$ cat config.mk
export PLATFORM = sky130hd
export DESIGN_NAME = lz78d_ctrl
export DESIGN_NICKNAME = d
export VERILOG_FILES = /design/src/hdl/lz78_token_decoder_assert.svh /design/src/hdl/lz78d_pkg.sv /design/src/hdl/lz78d_ctrl.sv
export SDC_FILE = /design/constraint.sdc
export NUM_CORES = 1
export LEC_CHECK = 0
export BUFFER_PORTS_ARGS = -buffer_cell sky130_fd_sc_hd__buf_2
export CORE_MARGIN = 3
export CORE_UTILIZATION = 65
export CTS_CLUSTER_SIZE = 14
export DETAILED_ROUTE_END_ITERATION = 6
export PLACE_DENSITY = 0.82
export SYNTH_ARGS = -nofsm -noshare
export SYNTH_HDL_FRONTEND = slang
export SYNTH_SLANG_ARGS = --single-unit
$ cat constraint.sdc
create_clock -name clk_i -period 19.4 [get_ports clk_i]
set_input_delay 2.91 -clock clk_i [delete_from_list [all_inputs] [get_ports clk_i]]
set_output_delay 2.91 -clock clk_i [all_outputs]
set_load 0.03 [all_outputs]
$ cat src/hdl/lz78_token_decoder_assert.svh
// ----------------------------------------------------------------------------
// lz78 token decoder assertion macros
// shared checks on a clk_i / rst_ni clock domain
// ----------------------------------------------------------------------------
`ifndef LZ78_TOKEN_DECODER_ASSERT_SVH
`define LZ78_TOKEN_DECODER_ASSERT_SVH

// same-cycle implication
`define LZD_ASSERT_IMPL(name, pre, post) \
  name: assert property (@(posedge clk_i) disable iff (!rst_ni) (pre) |-> (post)) \
    else $error("lz78 token decoder check failed");

// next-cycle implication
`define LZD_ASSERT_NEXT(name, pre, post) \
  name: assert property (@(posedge clk_i) disable iff (!rst_ni) (pre) |=> (post)) \
    else $error("lz78 token decoder check failed");

`endif

$ cat src/hdl/lz78d_pkg.sv
// ----------------------------------------------------------------------------
// lz78d_pkg
// types, constants and codes shared by the lz78 token decoder modules
// ----------------------------------------------------------------------------
package lz78d_pkg;

  localparam int unsigned DICT_DEPTH = 4096;
  localparam int unsigned MAX_PHRASE = 64;

  localparam int unsigned DICT_AW = $clog2(DICT_DEPTH);
  localparam int unsigned BUF_AW  = $clog2(MAX_PHRASE);
  localparam int unsigned LEN_W   = $clog2(MAX_PHRASE + 1);
  localparam int unsigned IDX_W   = 13;
  localparam int unsigned SYM_W   = 8;
  localparam int unsigned FS_W    = 32;

  localparam logic [1:0] STAT_OK   = 2'd0;
  localparam logic [1:0] STAT_BAD  = 2'd1;
  localparam logic [1:0] STAT_LONG = 2'd2;

  localparam logic REG_FRAME_SIZE  = 1'b0;
  localparam logic REG_MAX_ENTRIES = 1'b1;

  typedef enum logic [1:0] {
    PH_COLLECT  = 2'd0,
    PH_DONE     = 2'd1,
    PH_ERR_BAD  = 2'd2,
    PH_ERR_LONG = 2'd3
  } phase_e;

  typedef enum logic [2:0] {
    ST_IDLE,
    ST_CHECK,
    ST_WALK,
    ST_EMIT,
    ST_ERR
  } state_e;

  typedef struct packed {
    logic [IDX_W-1:0] prefix;
    logic [SYM_W-1:0] symbol;
    logic [LEN_W-1:0] length;
  } entry_t;

  typedef struct packed {
    logic               re;
    logic [DICT_AW-1:0] raddr;
    logic               we;
    logic [DICT_AW-1:0] waddr;
    entry_t             wentry;
  } dict_req_t;

  typedef struct packed {
    logic [FS_W-1:0]  frame_size;
    logic [IDX_W-1:0] max_entries;
    logic             fs_we;
    logic [FS_W-1:0]  fs_wdata;
  } cfg_t;

  typedef struct packed {
    logic [SYM_W-1:0] out_byte;
    logic [1:0]       status;
    logic             frame_done;
    logic             last;
  } res_t;

endpackage

$ cat src/hdl/lz78d_ctrl.sv
// ----------------------------------------------------------------------------
// lz78d_ctrl
// token sequencer: checks, dictionary update, prefix walk into the phrase buffer, byte and error emission
// ----------------------------------------------------------------------------
module lz78d_ctrl import lz78d_pkg::*; (
  input  logic             clk_i,
  input  logic             rst_ni,
  input  logic             in_valid_i,
  output logic             in_ready_o,
  input  logic             tag_i,
  input  logic [IDX_W-1:0] ref_idx_i,
  input  logic [SYM_W-1:0] symbol_i,
  input  cfg_t             cfg_i,
  output dict_req_t        dict_req_o,
  input  entry_t           dict_rdata_i,
  output logic             res_valid_o,
  input  logic             res_ready_i,
  output res_t             res_o
);

  state_e           state_q, state_d;
  phase_e           phase_q, phase_d;
  logic [IDX_W-1:0] count_q, count_d;
  logic [FS_W-1:0]  bytes_q, bytes_d;
  logic [LEN_W-1:0] k_q, k_d;
  logic [LEN_W-1:0] e_q, e_d;
  logic             zero_q, zero_d;

  logic             tag_q;
  logic [IDX_W-1:0] idx_q;
  logic [SYM_W-1:0] sym_q;
  logic [LEN_W-1:0] plen_q, olen_q;
  logic             load_tok, load_len;

  logic [SYM_W-1:0] buf_mem [MAX_PHRASE];
  logic [SYM_W-1:0] buf_rd_q;
  logic             buf_we;
  logic [BUF_AW-1:0] buf_waddr;
  logic [SYM_W-1:0] buf_wdata;

  logic [LEN_W-1:0] plen_c;
  logic [LEN_W:0]   olen_c;
  logic [FS_W:0]    next_c;
  logic [FS_W-1:0]  bytes_inc;
  logic             fd_c, last_c;
  logic [IDX_W-1:0] pref_m1;

  always_comb begin
    plen_c    = (idx_q == '0) ? '0 : dict_rdata_i.length;
    olen_c    = {1'b0, plen_c} + {{LEN_W{1'b0}}, ~tag_q};
    next_c    = {1'b0, bytes_q} + (FS_W + 1)'(olen_c);
    bytes_inc = bytes_q + 1'b1;
    fd_c      = (bytes_inc == cfg_i.frame_size);
    last_c    = ((e_q + 1'b1) == olen_q);
    pref_m1   = dict_rdata_i.prefix - 1'b1;
  end

  always_comb begin
    state_d    = state_q;
    phase_d    = phase_q;
    count_d    = count_q;
    bytes_d    = bytes_q;
    k_d        = k_q;
    e_d        = e_q;
    zero_d     = zero_q;
    load_tok   = 1'b0;
    load_len   = 1'b0;
    in_ready_o = 1'b0;
    dict_req_o = '0;
    buf_we     = 1'b0;
    buf_waddr  = '0;
    buf_wdata  = '0;
    res_valid_o = 1'b0;
    res_o      = '0;

    if (cfg_i.fs_we && (phase_q == PH_COLLECT || phase_q == PH_DONE)) begin
      phase_d = (bytes_q == cfg_i.fs_wdata) ? PH_DONE : PH_COLLECT;
    end

    unique case (state_q)
      ST_IDLE: begin
        in_ready_o = 1'b1;
        if (in_valid_i) begin
          load_tok         = 1'b1;
          dict_req_o.re    = 1'b1;
          dict_req_o.raddr = DICT_AW'(ref_idx_i - 1'b1);
          state_d          = ST_CHECK;
        end
      end
      ST_CHECK: begin
        if (phase_q == PH_ERR_BAD || phase_q == PH_ERR_LONG) begin
          state_d = ST_ERR;
        end else if (phase_q == PH_DONE || idx_q > count_q || (tag_q && idx_q == '0)) begin
          phase_d = PH_ERR_BAD;
          state_d = ST_ERR;
        end else if (olen_c > (LEN_W + 1)'(MAX_PHRASE) || plen_c > LEN_W'(MAX_PHRASE)) begin
          phase_d = PH_ERR_LONG;
          state_d = ST_ERR;
        end else if (next_c > {1'b0, cfg_i.frame_size} ||
                     (tag_q && next_c != {1'b0, cfg_i.frame_size})) begin
          phase_d = PH_ERR_BAD;
          state_d = ST_ERR;
        end else begin
          load_len = 1'b1;
          if (!tag_q && count_q < cfg_i.max_entries && count_q < IDX_W'(DICT_DEPTH)) begin
            dict_req_o.we            = 1'b1;
            dict_req_o.waddr         = count_q[DICT_AW-1:0];
            dict_req_o.wentry.prefix = idx_q;
            dict_req_o.wentry.symbol = sym_q;
            dict_req_o.wentry.length = olen_c[LEN_W-1:0];
            count_d                  = count_q + 1'b1;
          end
          if (plen_c != '0) begin
            buf_we           = 1'b1;
            buf_waddr        = BUF_AW'(plen_c - 1'b1);
            buf_wdata        = dict_rdata_i.symbol;
            dict_req_o.re    = 1'b1;
            dict_req_o.raddr = pref_m1[DICT_AW-1:0];
            zero_d           = (dict_rdata_i.prefix == '0);
            k_d              = plen_c - 1'b1;
            state_d          = ST_WALK;
          end else begin
            e_d     = '0;
            state_d = ST_EMIT;
          end
        end
      end
      ST_WALK: begin
        if (k_q == '0) begin
          e_d     = '0;
          state_d = ST_EMIT;
        end else begin
          buf_we           = 1'b1;
          buf_waddr        = BUF_AW'(k_q - 1'b1);
          buf_wdata        = zero_q ? '0 : dict_rdata_i.symbol;
          dict_req_o.re    = 1'b1;
          dict_req_o.raddr = pref_m1[DICT_AW-1:0];
          zero_d           = zero_q | (dict_rdata_i.prefix == '0);
          k_d              = k_q - 1'b1;
        end
      end
      ST_EMIT: begin
        res_valid_o      = 1'b1;
        res_o.out_byte   = (e_q < plen_q) ? buf_rd_q : sym_q;
        res_o.status     = STAT_OK;
        res_o.frame_done = fd_c;
        res_o.last       = last_c;
        if (res_ready_i) begin
          bytes_d = bytes_inc;
          e_d     = e_q + 1'b1;
          if (last_c) begin
            phase_d = fd_c ? PH_DONE : PH_COLLECT;
            state_d = ST_IDLE;
          end
        end
      end
      ST_ERR: begin
        res_valid_o      = 1'b1;
        res_o.out_byte   = '0;
        res_o.status     = (phase_q == PH_ERR_LONG) ? STAT_LONG : STAT_BAD;
        res_o.frame_done = 1'b0;
        res_o.last       = 1'b1;
        if (res_ready_i) begin
          state_d = ST_IDLE;
        end
      end
      default: begin
        state_d = ST_IDLE;
      end
    endcase
  end

  always_ff @(posedge clk_i or negedge rst_ni) begin
    if (!rst_ni) begin
      state_q <= ST_IDLE;
      phase_q <= PH_DONE;
      count_q <= '0;
      bytes_q <= '0;
      k_q     <= '0;
      e_q     <= '0;
      zero_q  <= 1'b0;
    end else begin
      state_q <= state_d;
      phase_q <= phase_d;
      count_q <= count_d;
      bytes_q <= bytes_d;
      k_q     <= k_d;
      e_q     <= e_d;
      zero_q  <= zero_d;
    end
  end

  // token fields and phrase lengths
  always_ff @(posedge clk_i) begin
    if (load_tok) begin
      tag_q <= tag_i;
      idx_q <= ref_idx_i;
      sym_q <= symbol_i;
    end
    if (load_len) begin
      plen_q <= plen_c;
      olen_q <= olen_c[LEN_W-1:0];
    end
  end

  // phrase buffer, read address follows the emit counter
  always_ff @(posedge clk_i) begin
    if (buf_we) begin
      buf_mem[buf_waddr] <= buf_wdata;
    end
    buf_rd_q <= buf_mem[e_d[BUF_AW-1:0]];
  end

endmodule

* After elaboration in Yosys (flattened, before gate mapping) *
Memory sizes are Yosys's and may differ from the RTL's. A register that Yosys moved wholly into a read port is not among the register bits.
Index checks and enable logic that the tools add are counted.

operators by class
  add/subtract/negate cells = 9
  magnitude comparators = 7
  eq/ne operators = 23
  multiplexer cells = 90
  bitwise operators = 6
  reductions and logical operators = 26

operator list
  cell                   number
  $mux 54                4
  $mux 7                 14
  $mux 41                2
  $eq 32x32->1           2
  $mux 8                 8
  $mux 13                3
  $pmux 13 s3            1
  $mux 6                 6
  $add 32x8->33          1
  $gt 33x32->1           1
  $ne 33x32->1           1
  $add 32x1->32 const B  1
  $mux 3                 9
  $logic_not 13->1       2
  $mux 1                 26
  $ne 2x2->1 const B     12
  $pmux 12 s2            1
  $sub 12x1->12 const B  2
  $pmux 7 s3             1
  $mux 2                 8
  $pmux 8 s2             1
  $pmux 3 s5             1
  $pmux 7 s2             1
  $sub 7x1->7 const B    2
  other kinds (35)       51

storage, ports and cells
  bits in registers = 101
  memory bits (writable) = 512
  output and inout bits = 68
  word-level logic and storage cells = 175
  memories kept = 1

memory list
  name     depth  bits a word  read ports  clocked after memory_dff  wr ports  RTL line          RTL
  buf_mem  64     8            1           1                         1         lz78d_ctrl.sv:35  logic [SYM_W-1:0] buf_mem [MAX_PHRASE];

* Logic depth before layout (Yosys ltp) *
  word-level depth = 14
  mapped depth = 35

* Worst setup path before layout *
Ideal clock, no wire load.

  path kind = input port to output port
  start = in dict_rdata_i[0] in the netlist's numbering
  end = out dict_req_o[34] in the netlist's numbering
  arrival time = 9.152 ns
  required time = 16.490 ns
  setup slack = 7.338 ns
  stages = 30
  path through = nand2_1 -> inv_1 -> ha_1 -> ha_1 -> xnor2_1 -> ha_1 -> a21oi_1 -> o21bai_1 -> a21o_1 -> a21o_1 -> a21oi_1 -> nor2b_1 -> o21ai_0 -> nor4_1 -> nand3_1 -> xnor2_1 -> ha_1 -> nand4_1 -> nor4b_1 -> and4_1 -> o21ai_1 -> nor3_1 -> nand2_1 -> nor2_1 -> nand2_1 -> inv_1 -> and3_1 -> clkbuf_1 -> buf_2 -> and2_1

RTL lines
  what             RTL line          RTL
  start, declared  lz78d_ctrl.sv:15  input entry_t dict_rdata_i,
  end, declared    lz78d_ctrl.sv:14  output dict_req_t dict_req_o,

==> flow_metrics.tcl <==
set metrics [dict create \
    drc 0 \
    postCtsSetupBuffers 0 \
    seq_area_mm2 0.0182 \
    hold_depth 1 \
    grt_usage_pct 35.0 \
    drive_above_1_share_pct 14.4 \
    path_class "in2out" \
    yosys_warnings 0 \
    fillCellCount 3315 \
    post_drt_via_cell_ratio 6.84 \
    coreArea_mm2 0.0491 \
    drt-wirelength-per-cell_um 25.9 \
    avgSynthCellArea_um2 11.5 \
    reg2reg_to "buf_mem[53][0]$_DFFE_PP_" \
    die-width_um 229 \
    max_cap_viol_count 0 \
    critPathMaxFanout 37 \
    timing.fmax_mhz 70.6 \
    fin_tns_setup_ns 0 \
    cts_hold_buffers 0 \
    cts-buffers-inserted 61 \
    grt_pass1_wl_um 143000 \
    dr.pass1.iters 6 \
    leakage_nw 13.1 \
    worstSkewPairLatency_ns 0.66 \
    cp-end-kind "output port" \
    r2r_start "idx_q[0]$_DFFE_PP_" \
    synthesis.area_mm2 0.0323 \
    synth_nets 3028 \
    globalplace.congestion 0.973 \
    netlist-cell-type-count 85 \
    p_per_area_mw_per_mm2 127 \
    vias 24850 \
    arrival_ns 11.26 \
    fin_nets 3130 \
    final_cell_mix "edfxtp_1, buf_2, nand2_1" \
    hold_path_startpoint "zero_q$_DFFE_PN0P_" \
    port_buffers 199 \
    fin_util_pct 72.9 \
    vdd_drop_max_mv 0.164 \
    syn_inst 2814 \
    gr-total-overflow 0 \
    whs_endpoint "zero_q$_DFFE_PN0P_" \
    finalClockSkew_ns 0.0382 \
    critical-path-max-stage-delay_ns 0.67 \
    row_count 81 \
    reg2regPathDepth 29 \
    dieHeight_um 229 \
    antenna_left 0 \
    worst_ep_required_time_ns 16.49 \
    clkSinkCount 621 \
    root_buffer "clkbuf_16" \
    synthFlopType "edfxtp_1" \
    wl_um 94000 \
    start_util_pct 65.9 \
    final_common_cell "edfxtp_1" \
    first_iter_violations 3543 \
    synth_seq_area_share_pct 56.4 \
    max_slew_margin_pct 20.0 \
    rrSetupSlack_ns 8.78 \
    tightest_slew_ns 1.20 \
    finalCritPeriodShare_pct 73.0 \
    h-tree-depth 2 \
    multiInputGateArea_mm2 0.0128 \
    min_period_ns 14.17 \
    grt_max_degree 96 \
    die_area_mm2 0.0524 \
    area_growth_pct 10.6 \
    antenna_found_initial 3 \
    synth_edf_count 548 \
    setup_violations 0 \
    async_flop_share_pct 10.5 \
    slowest_stage "o21ai_0" \
    post_cts_resized 0 \
    min_path_type "reg2reg" \
    cts_tree "done" \
    ys_seq_elements 621 \
    place_hpwl_um 61000 \
    status "finished clean" \
    finalMaxSlewViolations 0 \
    rsz0062_at_grt "false" \
    clockBufferDepth 3 \
    clk_pin_slew_ns 0.06 \
    critPathLaunchType "input pin" \
    num_io_pins 200 \
    grt_pass1_vias 23990 \
    finalHoldViolations 0 \
    cpMostUsedCell "ha_1" \
]
routing by layer:
| layer | global-route usage, % | vias to the layer above | wire [um] |
|---|---|---|---|
| li1 | - | 10924 | - |
| met1 | 46.7 | 12076 | 35400 |
| met2 | 58.3 | 1606 | 45400 |
| met3 | 5.44 | 244 | 9460 |
| met4 | 13.7 | 0 | 3780 |
| met5 | 0 | - | 0 |
kinds of logic (layout without fill, tap and decap cells):
kind of cell	count (synthesis)	after routing	share of synthesized area [%]
AO/OA/AOI/OAI	700	700	14.8
XOR/XNOR	193	193	5.23
adder cells (fa/ha/maj)	82	82	3.20
buffers and inverters	324	477	4.27
flip-flops	621	621	56.4
multiplexers	135	135	4.39
other	0	3	0
AND/OR/NAND/NOR	759	759	11.7
critical path, delay by kind of cell:
kind            cells  cell delay, ns
buf+inv             5            1.29
simple gates       12            3.38
fa+ha+maj           4            1.24
xor+xnor            2            0.68
compound gates      7            1.72
layout make-up:
| type | count | share of cell area, % |
|---|---|---|
| Inverter | 124 | 1.31 |
| Timing Repair Buffer | 239 | 3.63 |
| Sequential cell | 621 | 51.1 |
| Antenna cell | 3 | 0.0210 |
| Tap cell | 664 | 2.32 |
| Multi-Input combinational cell | 1869 | 35.8 |
| Clock inverter | 42 | 1.43 |
| Clock buffer | 72 | 4.45 |
cells in the mapped netlist (all sizes together), types with 36 or more instances:
cell / n / area, um2
o211ai: 47 / 353
xor2: 76 / 666
a31oi: 183 / 1160
and2: 52 / 325
mux2i: 81 / 811
clkbuf: 100 / 375
dfrtp: 64 / 1600
inv: 124 / 465
buf: 100 / 538
edfxtp: 548 / 16500
nand2: 199 / 747
nand4: 36 / 246
a211oi: 72 / 553
mux2: 54 / 608
nor3: 48 / 257
ha: 81 / 1010
nor2: 172 / 651
xnor2: 117 / 1020
a21oi: 108 / 548
nand3: 114 / 571
o21ai: 84 / 424
worst max-delay path by stage:
stage,startpoint,to
5_1_grt,dict_rdata_i[0],dict_req_o[21]
2_1_floorplan,dict_rdata_i[0],dict_req_o[34]
3_3_place_gp,dict_rdata_i[0],dict_req_o[2]
6_report,dict_rdata_i[0],dict_req_o[26]
4_1_cts,dict_rdata_i[0],dict_req_o[26]
3_5_place_dp,dict_rdata_i[0],dict_req_o[2]
per-stage QoR:
stage / hold WS, ns / cells / area [um2] / setup WS (ns) / total power, mW
2_1_floorplan: 0.457 / 2814 / 32300 / 7.34 / 2.74
3_3_place_gp: 0.476 / 3517 / 33600 / 5.45 / 3.22
3_5_place_dp: 0.507 / 3517 / 33600 / 5.00 / 3.26
4_1_cts: 0.519 / 3631 / 35700 / 5.07 / 4.49
5_1_grt: 0.544 / 3634 / 35700 / 4.61 / 4.68
6_report: 0.510 / 3634 / 35700 / 5.23 / 4.53
sequential cells by signal (all words and copies together) (netlist names):
name	flops
buf_mem	512
buf_rd_q	8
bytes_q	32
count_q	13
e_q	7
idx_q	13
k_q	7
olen_q	7
phase_q	2
plen_q	7
state_q	3
sym_q	8
tag_q	1
zero_q	1
where the power goes:
group	internal [mW]	total, mW	switching (mW)	leakage [nW]
Combinational	0.445	1.55	1.11	6.09
Sequential	1.66	1.74	0.0822	5.97
Clock	0.720	1.24	0.520	1.02
Total	2.83	4.53	1.71	13.1
Note: power is estimated with default switching activity, not from simulation.
